**src/assert_macros.svh**
```systemverilog
// Assertion macros used by the RTL of the date conversion block.
// Depends on nothing; each macro takes a label, clock, reset and the two terms.
`ifndef ASSERT_MACROS_SVH
`define ASSERT_MACROS_SVH

// Same-cycle implication.
`define ASSERT_SAME(lbl, clk, rst, ante, cons) \
  lbl: assert property (@(posedge clk) disable iff (rst) (ante) |-> (cons)) \
    else $error("assertion failed");

// Next-cycle implication.
`define ASSERT_NEXT(lbl, clk, rst, ante, cons) \
  lbl: assert property (@(posedge clk) disable iff (rst) (ante) |=> (cons)) \
    else $error("assertion failed");

`endif

```
**src/esd_pkg.sv**
```systemverilog
// Types, constants and calendar functions for the epoch seconds to date block.
// Depends on nothing; used by esd_sub_unit and epoch_seconds_to_date_unit.
package esd_pkg;

  localparam int WORD_W = 32;

  typedef logic [WORD_W-1:0] word_t;

  typedef struct packed {
    word_t diff;
    logic  ge;
  } sub_res_t;

  localparam int unsigned SECONDS_PER_DAY = 24 * 60 * 60;

  // 86400 = 675 * 2^7: drop seven low bits, then multiply by the reciprocal of 675.
  localparam int DAY_SHIFT = 7;
  localparam int unsigned DAY_ODD = SECONDS_PER_DAY >> DAY_SHIFT;
  localparam int RECIP_SHIFT = 35;
  localparam int RECIP_W = 26;
  localparam int SHIFTED_W = WORD_W - DAY_SHIFT;
  localparam int PROD_W = SHIFTED_W + RECIP_W;
  localparam logic [RECIP_W-1:0] DAY_RECIP =
    RECIP_W'(((64'd1 << RECIP_SHIFT) + 64'(DAY_ODD) - 64'd1) / 64'(DAY_ODD));

  localparam logic [11:0] EPOCH_YEAR   = 12'd1970;
  localparam logic [1:0]  EPOCH_MOD4   = 2'(1970 % 4);
  localparam logic [6:0]  EPOCH_MOD100 = 7'(1970 % 100);
  localparam logic [8:0]  EPOCH_MOD400 = 9'(1970 % 400);

  localparam logic [8:0] YEAR_DAYS = 9'd365;
  localparam logic [8:0] LEAP_YEAR_DAYS = 9'd366;

  localparam logic [3:0] MONTH_JAN = 4'd1;
  localparam logic [3:0] MONTH_FEB = 4'd2;
  localparam logic [3:0] MONTH_APR = 4'd4;
  localparam logic [3:0] MONTH_JUN = 4'd6;
  localparam logic [3:0] MONTH_SEP = 4'd9;
  localparam logic [3:0] MONTH_NOV = 4'd11;
  localparam logic [3:0] MONTH_DEC = 4'd12;

  function automatic logic [4:0] month_len(input logic [3:0] month, input logic leap);
    logic [4:0] len;
    case (month)
      MONTH_FEB: len = leap ? 5'd29 : 5'd28;
      MONTH_APR, MONTH_JUN, MONTH_SEP, MONTH_NOV: len = 5'd30;
      default: len = 5'd31;
    endcase
    return len;
  endfunction

endpackage

```
**src/esd_sub_unit.sv**
```systemverilog
// Shared 32-bit subtract and compare unit of the date conversion sequencer.
// Depends on esd_pkg for the word and result types.
module esd_sub_unit (
  input  esd_pkg::word_t    a,
  input  esd_pkg::word_t    b,
  output esd_pkg::sub_res_t res
);

  logic [esd_pkg::WORD_W:0] wide;

  assign wide = {1'b0, a} - {1'b0, b};
  assign res.diff = wide[esd_pkg::WORD_W-1:0];
  assign res.ge = ~wide[esd_pkg::WORD_W];

endmodule

```
**src/epoch_seconds_to_date_unit.sv**
```systemverilog
// Converts unsigned Unix seconds to a Gregorian year, month and day.
// A transaction is taken when start is high and busy is low. The result appears
// on year_out, month_out and day_out for exactly one cycle with done high, and
// must be captured then: the receiver cannot stall it. A transaction first gets
// whole days by a reciprocal multiply, then takes off the days of each elapsed
// year, then the days of each whole month, and then raises done; the next
// transaction can be taken while done is high. The year and month steps share
// the one 32-bit subtract and compare unit, and busy stays high for the whole
// conversion.
// Depends on esd_pkg, esd_sub_unit and assert_macros.svh.
`include "assert_macros.svh"

module epoch_seconds_to_date_unit (
  input  logic        clk,
  input  logic        rst,
  input  logic        start,
  input  logic [31:0] seconds,
  output logic        busy,
  output logic        done,
  output logic [11:0] year_out,
  output logic [3:0]  month_out,
  output logic [4:0]  day_out
);

  typedef enum logic [3:0] {
    ST_IDLE  = 4'b0001,
    ST_DIV   = 4'b0010,
    ST_YEAR  = 4'b0100,
    ST_MONTH = 4'b1000
  } state_t;

  state_t state;

  esd_pkg::word_t          acc;
  logic [11:0]             year;
  logic [3:0]              month;
  logic [1:0]              mod4;
  logic [6:0]              mod100;
  logic [8:0]              mod400;

  logic                    leap;
  logic [esd_pkg::PROD_W-1:0] day_prod;
  esd_pkg::word_t          sub_a;
  esd_pkg::word_t          sub_b;
  esd_pkg::sub_res_t       sub_res;

  assign leap = (mod400 == 9'd0) || ((mod4 == 2'd0) && (mod100 != 7'd0));
  assign day_prod = {{esd_pkg::RECIP_W{1'b0}}, acc[esd_pkg::WORD_W-1:esd_pkg::DAY_SHIFT]}
                  * {{esd_pkg::SHIFTED_W{1'b0}}, esd_pkg::DAY_RECIP};

  always_comb begin
    sub_a = acc;
    sub_b = esd_pkg::word_t'(esd_pkg::month_len(month, leap));
    unique case (state)
      ST_YEAR: begin
        sub_b = esd_pkg::word_t'(leap ? esd_pkg::LEAP_YEAR_DAYS : esd_pkg::YEAR_DAYS);
      end
      ST_MONTH, ST_IDLE, ST_DIV: begin
      end
      default: begin
      end
    endcase
  end

  esd_sub_unit u_sub (
    .a   (sub_a),
    .b   (sub_b),
    .res (sub_res)
  );

  always_ff @(posedge clk) begin
    if (rst) begin
      state <= ST_IDLE;
      done  <= 1'b0;
    end else begin
      done <= 1'b0;
      unique case (state)
        ST_IDLE: begin
          if (start) begin
            acc    <= seconds;
            year   <= esd_pkg::EPOCH_YEAR;
            month  <= esd_pkg::MONTH_JAN;
            mod4   <= esd_pkg::EPOCH_MOD4;
            mod100 <= esd_pkg::EPOCH_MOD100;
            mod400 <= esd_pkg::EPOCH_MOD400;
            state  <= ST_DIV;
          end
        end
        ST_DIV: begin
          // keep the whole-day quotient, drop the time of day
          acc   <= esd_pkg::word_t'(day_prod[esd_pkg::PROD_W-1:esd_pkg::RECIP_SHIFT]);
          state <= ST_YEAR;
        end
        ST_YEAR: begin
          if (sub_res.ge) begin
            acc    <= sub_res.diff;
            year   <= year + 12'd1;
            mod4   <= mod4 + 2'd1;
            mod100 <= (mod100 == 7'd99) ? 7'd0 : mod100 + 7'd1;
            mod400 <= (mod400 == 9'd399) ? 9'd0 : mod400 + 9'd1;
          end else begin
            state <= ST_MONTH;
          end
        end
        ST_MONTH: begin
          if (sub_res.ge && (month != esd_pkg::MONTH_DEC)) begin
            acc   <= sub_res.diff;
            month <= month + 4'd1;
          end else begin
            year_out  <= year;
            month_out <= month;
            day_out   <= acc[4:0] + 5'd1;
            done      <= 1'b1;
            state     <= ST_IDLE;
          end
        end
        default: begin
          state <= ST_IDLE;
        end
      endcase
    end
  end

  assign busy = (state != ST_IDLE);

  `ASSERT_NEXT(a_accept_busy, clk, rst, start && !busy, busy)
  `ASSERT_SAME(a_done_idle, clk, rst, done, !busy)
  `ASSERT_SAME(a_month_range, clk, rst, done, (month_out >= 4'd1) && (month_out <= 4'd12))

endmodule

```
**config.mk**
```make
export PLATFORM = sky130hd
export DESIGN_NAME = epoch_seconds_to_date_unit
export DESIGN_NICKNAME = d
export VERILOG_FILES = /design/src/esd_pkg.sv /design/src/esd_sub_unit.sv /design/src/epoch_seconds_to_date_unit.sv
export VERILOG_INCLUDE_DIRS = /design/src /design/src/src
export SDC_FILE = /design/constraint.sdc
export NUM_CORES = 1
export LEC_CHECK = 0
export BUFFER_PORTS_ARGS = -buffer_cell sky130_fd_sc_hd__buf_2
export CAP_MARGIN = 20
export CORE_UTILIZATION = 26
export CTS_CLUSTER_DIAMETER = 100
export DETAILED_ROUTE_END_ITERATION = 10
export PLACE_DENSITY_LB_ADDON = 0.08
export SLEW_MARGIN = 20
export SYNTH_ARGS = -nofsm -noshare
export SYNTH_HDL_FRONTEND = slang
export SYNTH_SLANG_ARGS = --single-unit
```
**constraint.sdc**
```tcl
create_clock -name clk -period 17.2 [get_ports clk]
set_clock_uncertainty 0.2 [all_clocks]
set_input_delay 3.44 -clock clk [delete_from_list [all_inputs] [get_ports clk]]
set_output_delay 3.44 -clock clk [all_outputs]
set_load 0.05 [all_outputs]
```
==> results.py <==
metrics = {
    "routing": {
        "postRouteWirelength_um": 47500,
        "drt-initial-drc-count": 555,
        "drc": 0,
        "drtPass1Iterations": 4,
        "num_vias": 10700,
        "ant_nets": 0,
        "routedWlPerCell_um": 19.9,
        "post_drt_via_cell_ratio": 4.49,
    },
    "layout": {
        "drive_gt1_share_pct": 6.54,
        "multi_input_comb_area_um2": 11000,
        "fin_cells": 2385,
        "register_area_um2": 2710,
        "fill_cells": 6135,
        "fin_nets": 2156,
        "num_antenna_cells": 0,
        "area_growth_pct": 10.8,
    },
    "synth": {
        "postSynthAreaPerCell_um2": 9.82,
        "synthArstFlopShare_pct": 0,
        "yosys_warnings": 0,
        "netlist_instances": 1551,
        "synth_ff_type": "edfxtp_1",
        "synthDistinctLibCells": 68,
        "ys_seq_area_share_pct": 17.8,
        "synthesis.nets": 2092,
        "synth-seq-cells": 92,
        "synth_edf_count": 87,
        "syn_area_um2": 15200,
    },
    "sta": {
        "finalHoldViolations": 0,
        "period_needed_ns": 7.77,
        "setup_viol": 0,
        "tightest_slew_ns": 0.913,
        "timing.slew.headroom_pct": 39.2,
        "period_share_pct": 45.2,
        "max_freq_ghz": 0.129,
        "setup_tns_ns": 0,
        "hold_ws_ns": 0.288,
        "slew_viol_final": 0,
        "rsz0062_at_grt": "no",
    },
    "worst_setup_path": {
        "reg2reg_from": "acc[12]$_DFFE_PP_",
        "rrSetupSlack_ns": 9.43,
        "worst_r2r_path_depth": 21,
        "reg2reg_to": "acc[15]$_DFFE_PP_",
        "worstPathArrival_ns": 7.69,
        "required_ns": 17.13,
        "cp-start-kind": "flip-flop",
        "worstSetupEndpointType": "flip-flop",
        "critPathKind": "reg -> reg",
        "crit_path_max_fanout": 11,
    },
    "clock_network": {
        "ctsHoldBuffers": 0,
        "post_cts_buffers": 0,
        "clkTransAtPathRegs_ns": 0.08,
        "cts.sinks": 92,
        "cts-resized-gates": 0,
        "cts-root-buf": "clkbuf_16",
        "clk_latency_ns": 0.37,
        "cts_tree": "yes",
        "cts_inserted_buffers": 9,
        "htree_levels": 3,
        "clockBufferDepth": 2,
    },
    "global_route": {
        "grtUsageMet3_pct": 1.51,
        "grt_use_total_pct": 16.4,
        "use_met2_pct": 28.2,
        "grt_pass1_vias": 11500,
        "use_met1_pct": 22.5,
        "grt_max_degree": 42,
        "busiest_layer": "met2",
        "grt_pass1_wl_um": 72700,
        "grt_antenna_before_repair": 2,
        "grt.overflow.total": 0,
    },
    "placed_design": {
        "dp_hpwl_um": 39900,
        "io_buffers": 57,
        "place_inst": 2368,
        "gp_congestion": 0.952,
    },
    "min_path": {
        "hold_path.class": "reg -> reg",
        "hold_path_depth": 0,
        "hp-start": "year[11]$_SDFFCE_PN0P_",
        "holdPathEnd": "year_out[11]$_DFFE_PP_",
    },
    "floorplan": {
        "die_h_um": 244,
        "core-area_um2": 57800,
        "die_x_um": 244,
        "io_pins": 58,
        "placementRows": 88,
        "die-area_um2": 59500,
        "start_util_pct": 26.3,
    },
    "job": {
        "cap_violations": 0,
    },
    "outcome": {
        "status": "complete, no violations",
    },
}
-- sequential cells by signal, indices dropped and copies added, names as in the netlist --
register   count
year          12
day_out        5
mod4           2
month_out      4
mod100         7
done           1
mod400         9
state          4
acc           32
month          4
year_out      12
-- through the flow --
step	instance area (µm²)	utilization, %	worst slack [ns]
final	16900	29.2	9.43
after global routing	16900	29.2	9.11
after CTS	16800	29.1	9.39
after detailed placement	16500	28.6	9.41
after global placement	16500	28.6	9.41
after floorplan	15200	-	10.40
-- how the worst max path moves through the flow --
stage          slack, ns  depth (start not counted)              start                end
5_1_grt             9.11                         21  acc[12]$_DFFE_PP_  acc[15]$_DFFE_PP_
3_5_place_dp        9.41                         21  acc[12]$_DFFE_PP_  acc[15]$_DFFE_PP_
4_1_cts             9.39                         21  acc[12]$_DFFE_PP_  acc[15]$_DFFE_PP_
2_1_floorplan      10.40                          2                rst   acc[0]$_DFFE_PP_
3_3_place_gp        9.41                         21  acc[12]$_DFFE_PP_  acc[15]$_DFFE_PP_
6_report            9.43                         21  acc[12]$_DFFE_PP_  acc[15]$_DFFE_PP_
-- cell usage after synthesis (all sizes together) (23+ instances only) --
master  number  area [µm²]
xor2        23         201
ha         325        4070
nand3       55         275
nor2        65         244
inv        378        1420
a21oi       64         320
fa         181        3620
edfxtp      87        2610
o21ai       52         264
xnor2       43         377
nand2       71         267
nand4       23         159
-- metal layers --
layer	up-vias	wire, µm
li1	5232	-
met2	129	22900
met4	0	592
met1	5322	23200
met5	-	0
met3	30	783
-- logic make-up after synthesis --
logic type / after synthesis / synth area share, %
AO/OA/AOI/OAI: 199 / 8.45
flip-flops: 92 / 17.8
buffers and inverters: 398 / 9.88
multiplexers: 1 / 0.0739
XOR/XNOR: 66 / 3.80
AND/OR/NAND/NOR: 289 / 9.50
adder cells (fa/ha/maj): 506 / 50.5
-- layout make-up --
type | count | area share (%)
flip-flops and latches | 92 | 16.1
well taps | 765 | 5.67
inverters | 378 | 8.41
clock inverters | 7 | 0.475
repair buffers | 73 | 2.54
multi-input cells | 1061 | 65.5
clock buffers | 9 | 1.34
-- cells in the final DEF, fill, tap and decap left out, types with 3 or more instances in the layout --
master	netlist	layout
inv_1	378	378
ha_1	325	325
fa_1	181	181
edfxtp_1	87	87
nand2_1	71	71
nor2_1	65	63
a21oi_1	64	63
buf_2	1	57
nand3_1	55	55
o21ai_0	49	49
xnor2_1	43	43
xor2_1	23	23
nand4_1	22	22
a21o_1	16	16
buf_4	0	14
and3_1	13	13
nor3_1	13	13
o21bai_1	9	9
clkbuf_16	0	9
nor4_1	8	8
o221ai_1	8	8
and2_1	7	7
nand2b_1	7	7
o21a_1	6	6
nand3b_1	5	5
a221oi_1	5	5
dfxtp_1	5	5
or4_1	4	4
or3_1	4	4
a31oi_1	4	4
nor2b_1	3	3
a221o_1	3	3
o31ai_1	3	3
a211o_1	3	3
a211oi_1	4	3
a22oi_1	3	3
-- worst max-delay path, stage by stage (launching register included) --
cell      delay [ns]
edfxtp_1        0.94
inv_1           0.51
ha_1            0.52
fa_1            0.55
ha_1            0.30
inv_1           0.05
fa_1            0.49
inv_1           0.05
fa_1            0.50
fa_1            0.55
inv_1           0.05
fa_1            0.54
inv_1           0.05
ha_1            0.36
nand4_1         0.18
or4_1           0.46
a21oi_1         0.14
o311ai_0        0.14
and3_1          0.30
o31ai_4         0.28
nor4_1          0.07
a211o_1         0.29
Power is left out: the tool's default activity adds up to more than one toggle a clock period on the data nets, which glitch-free logic cannot reach.
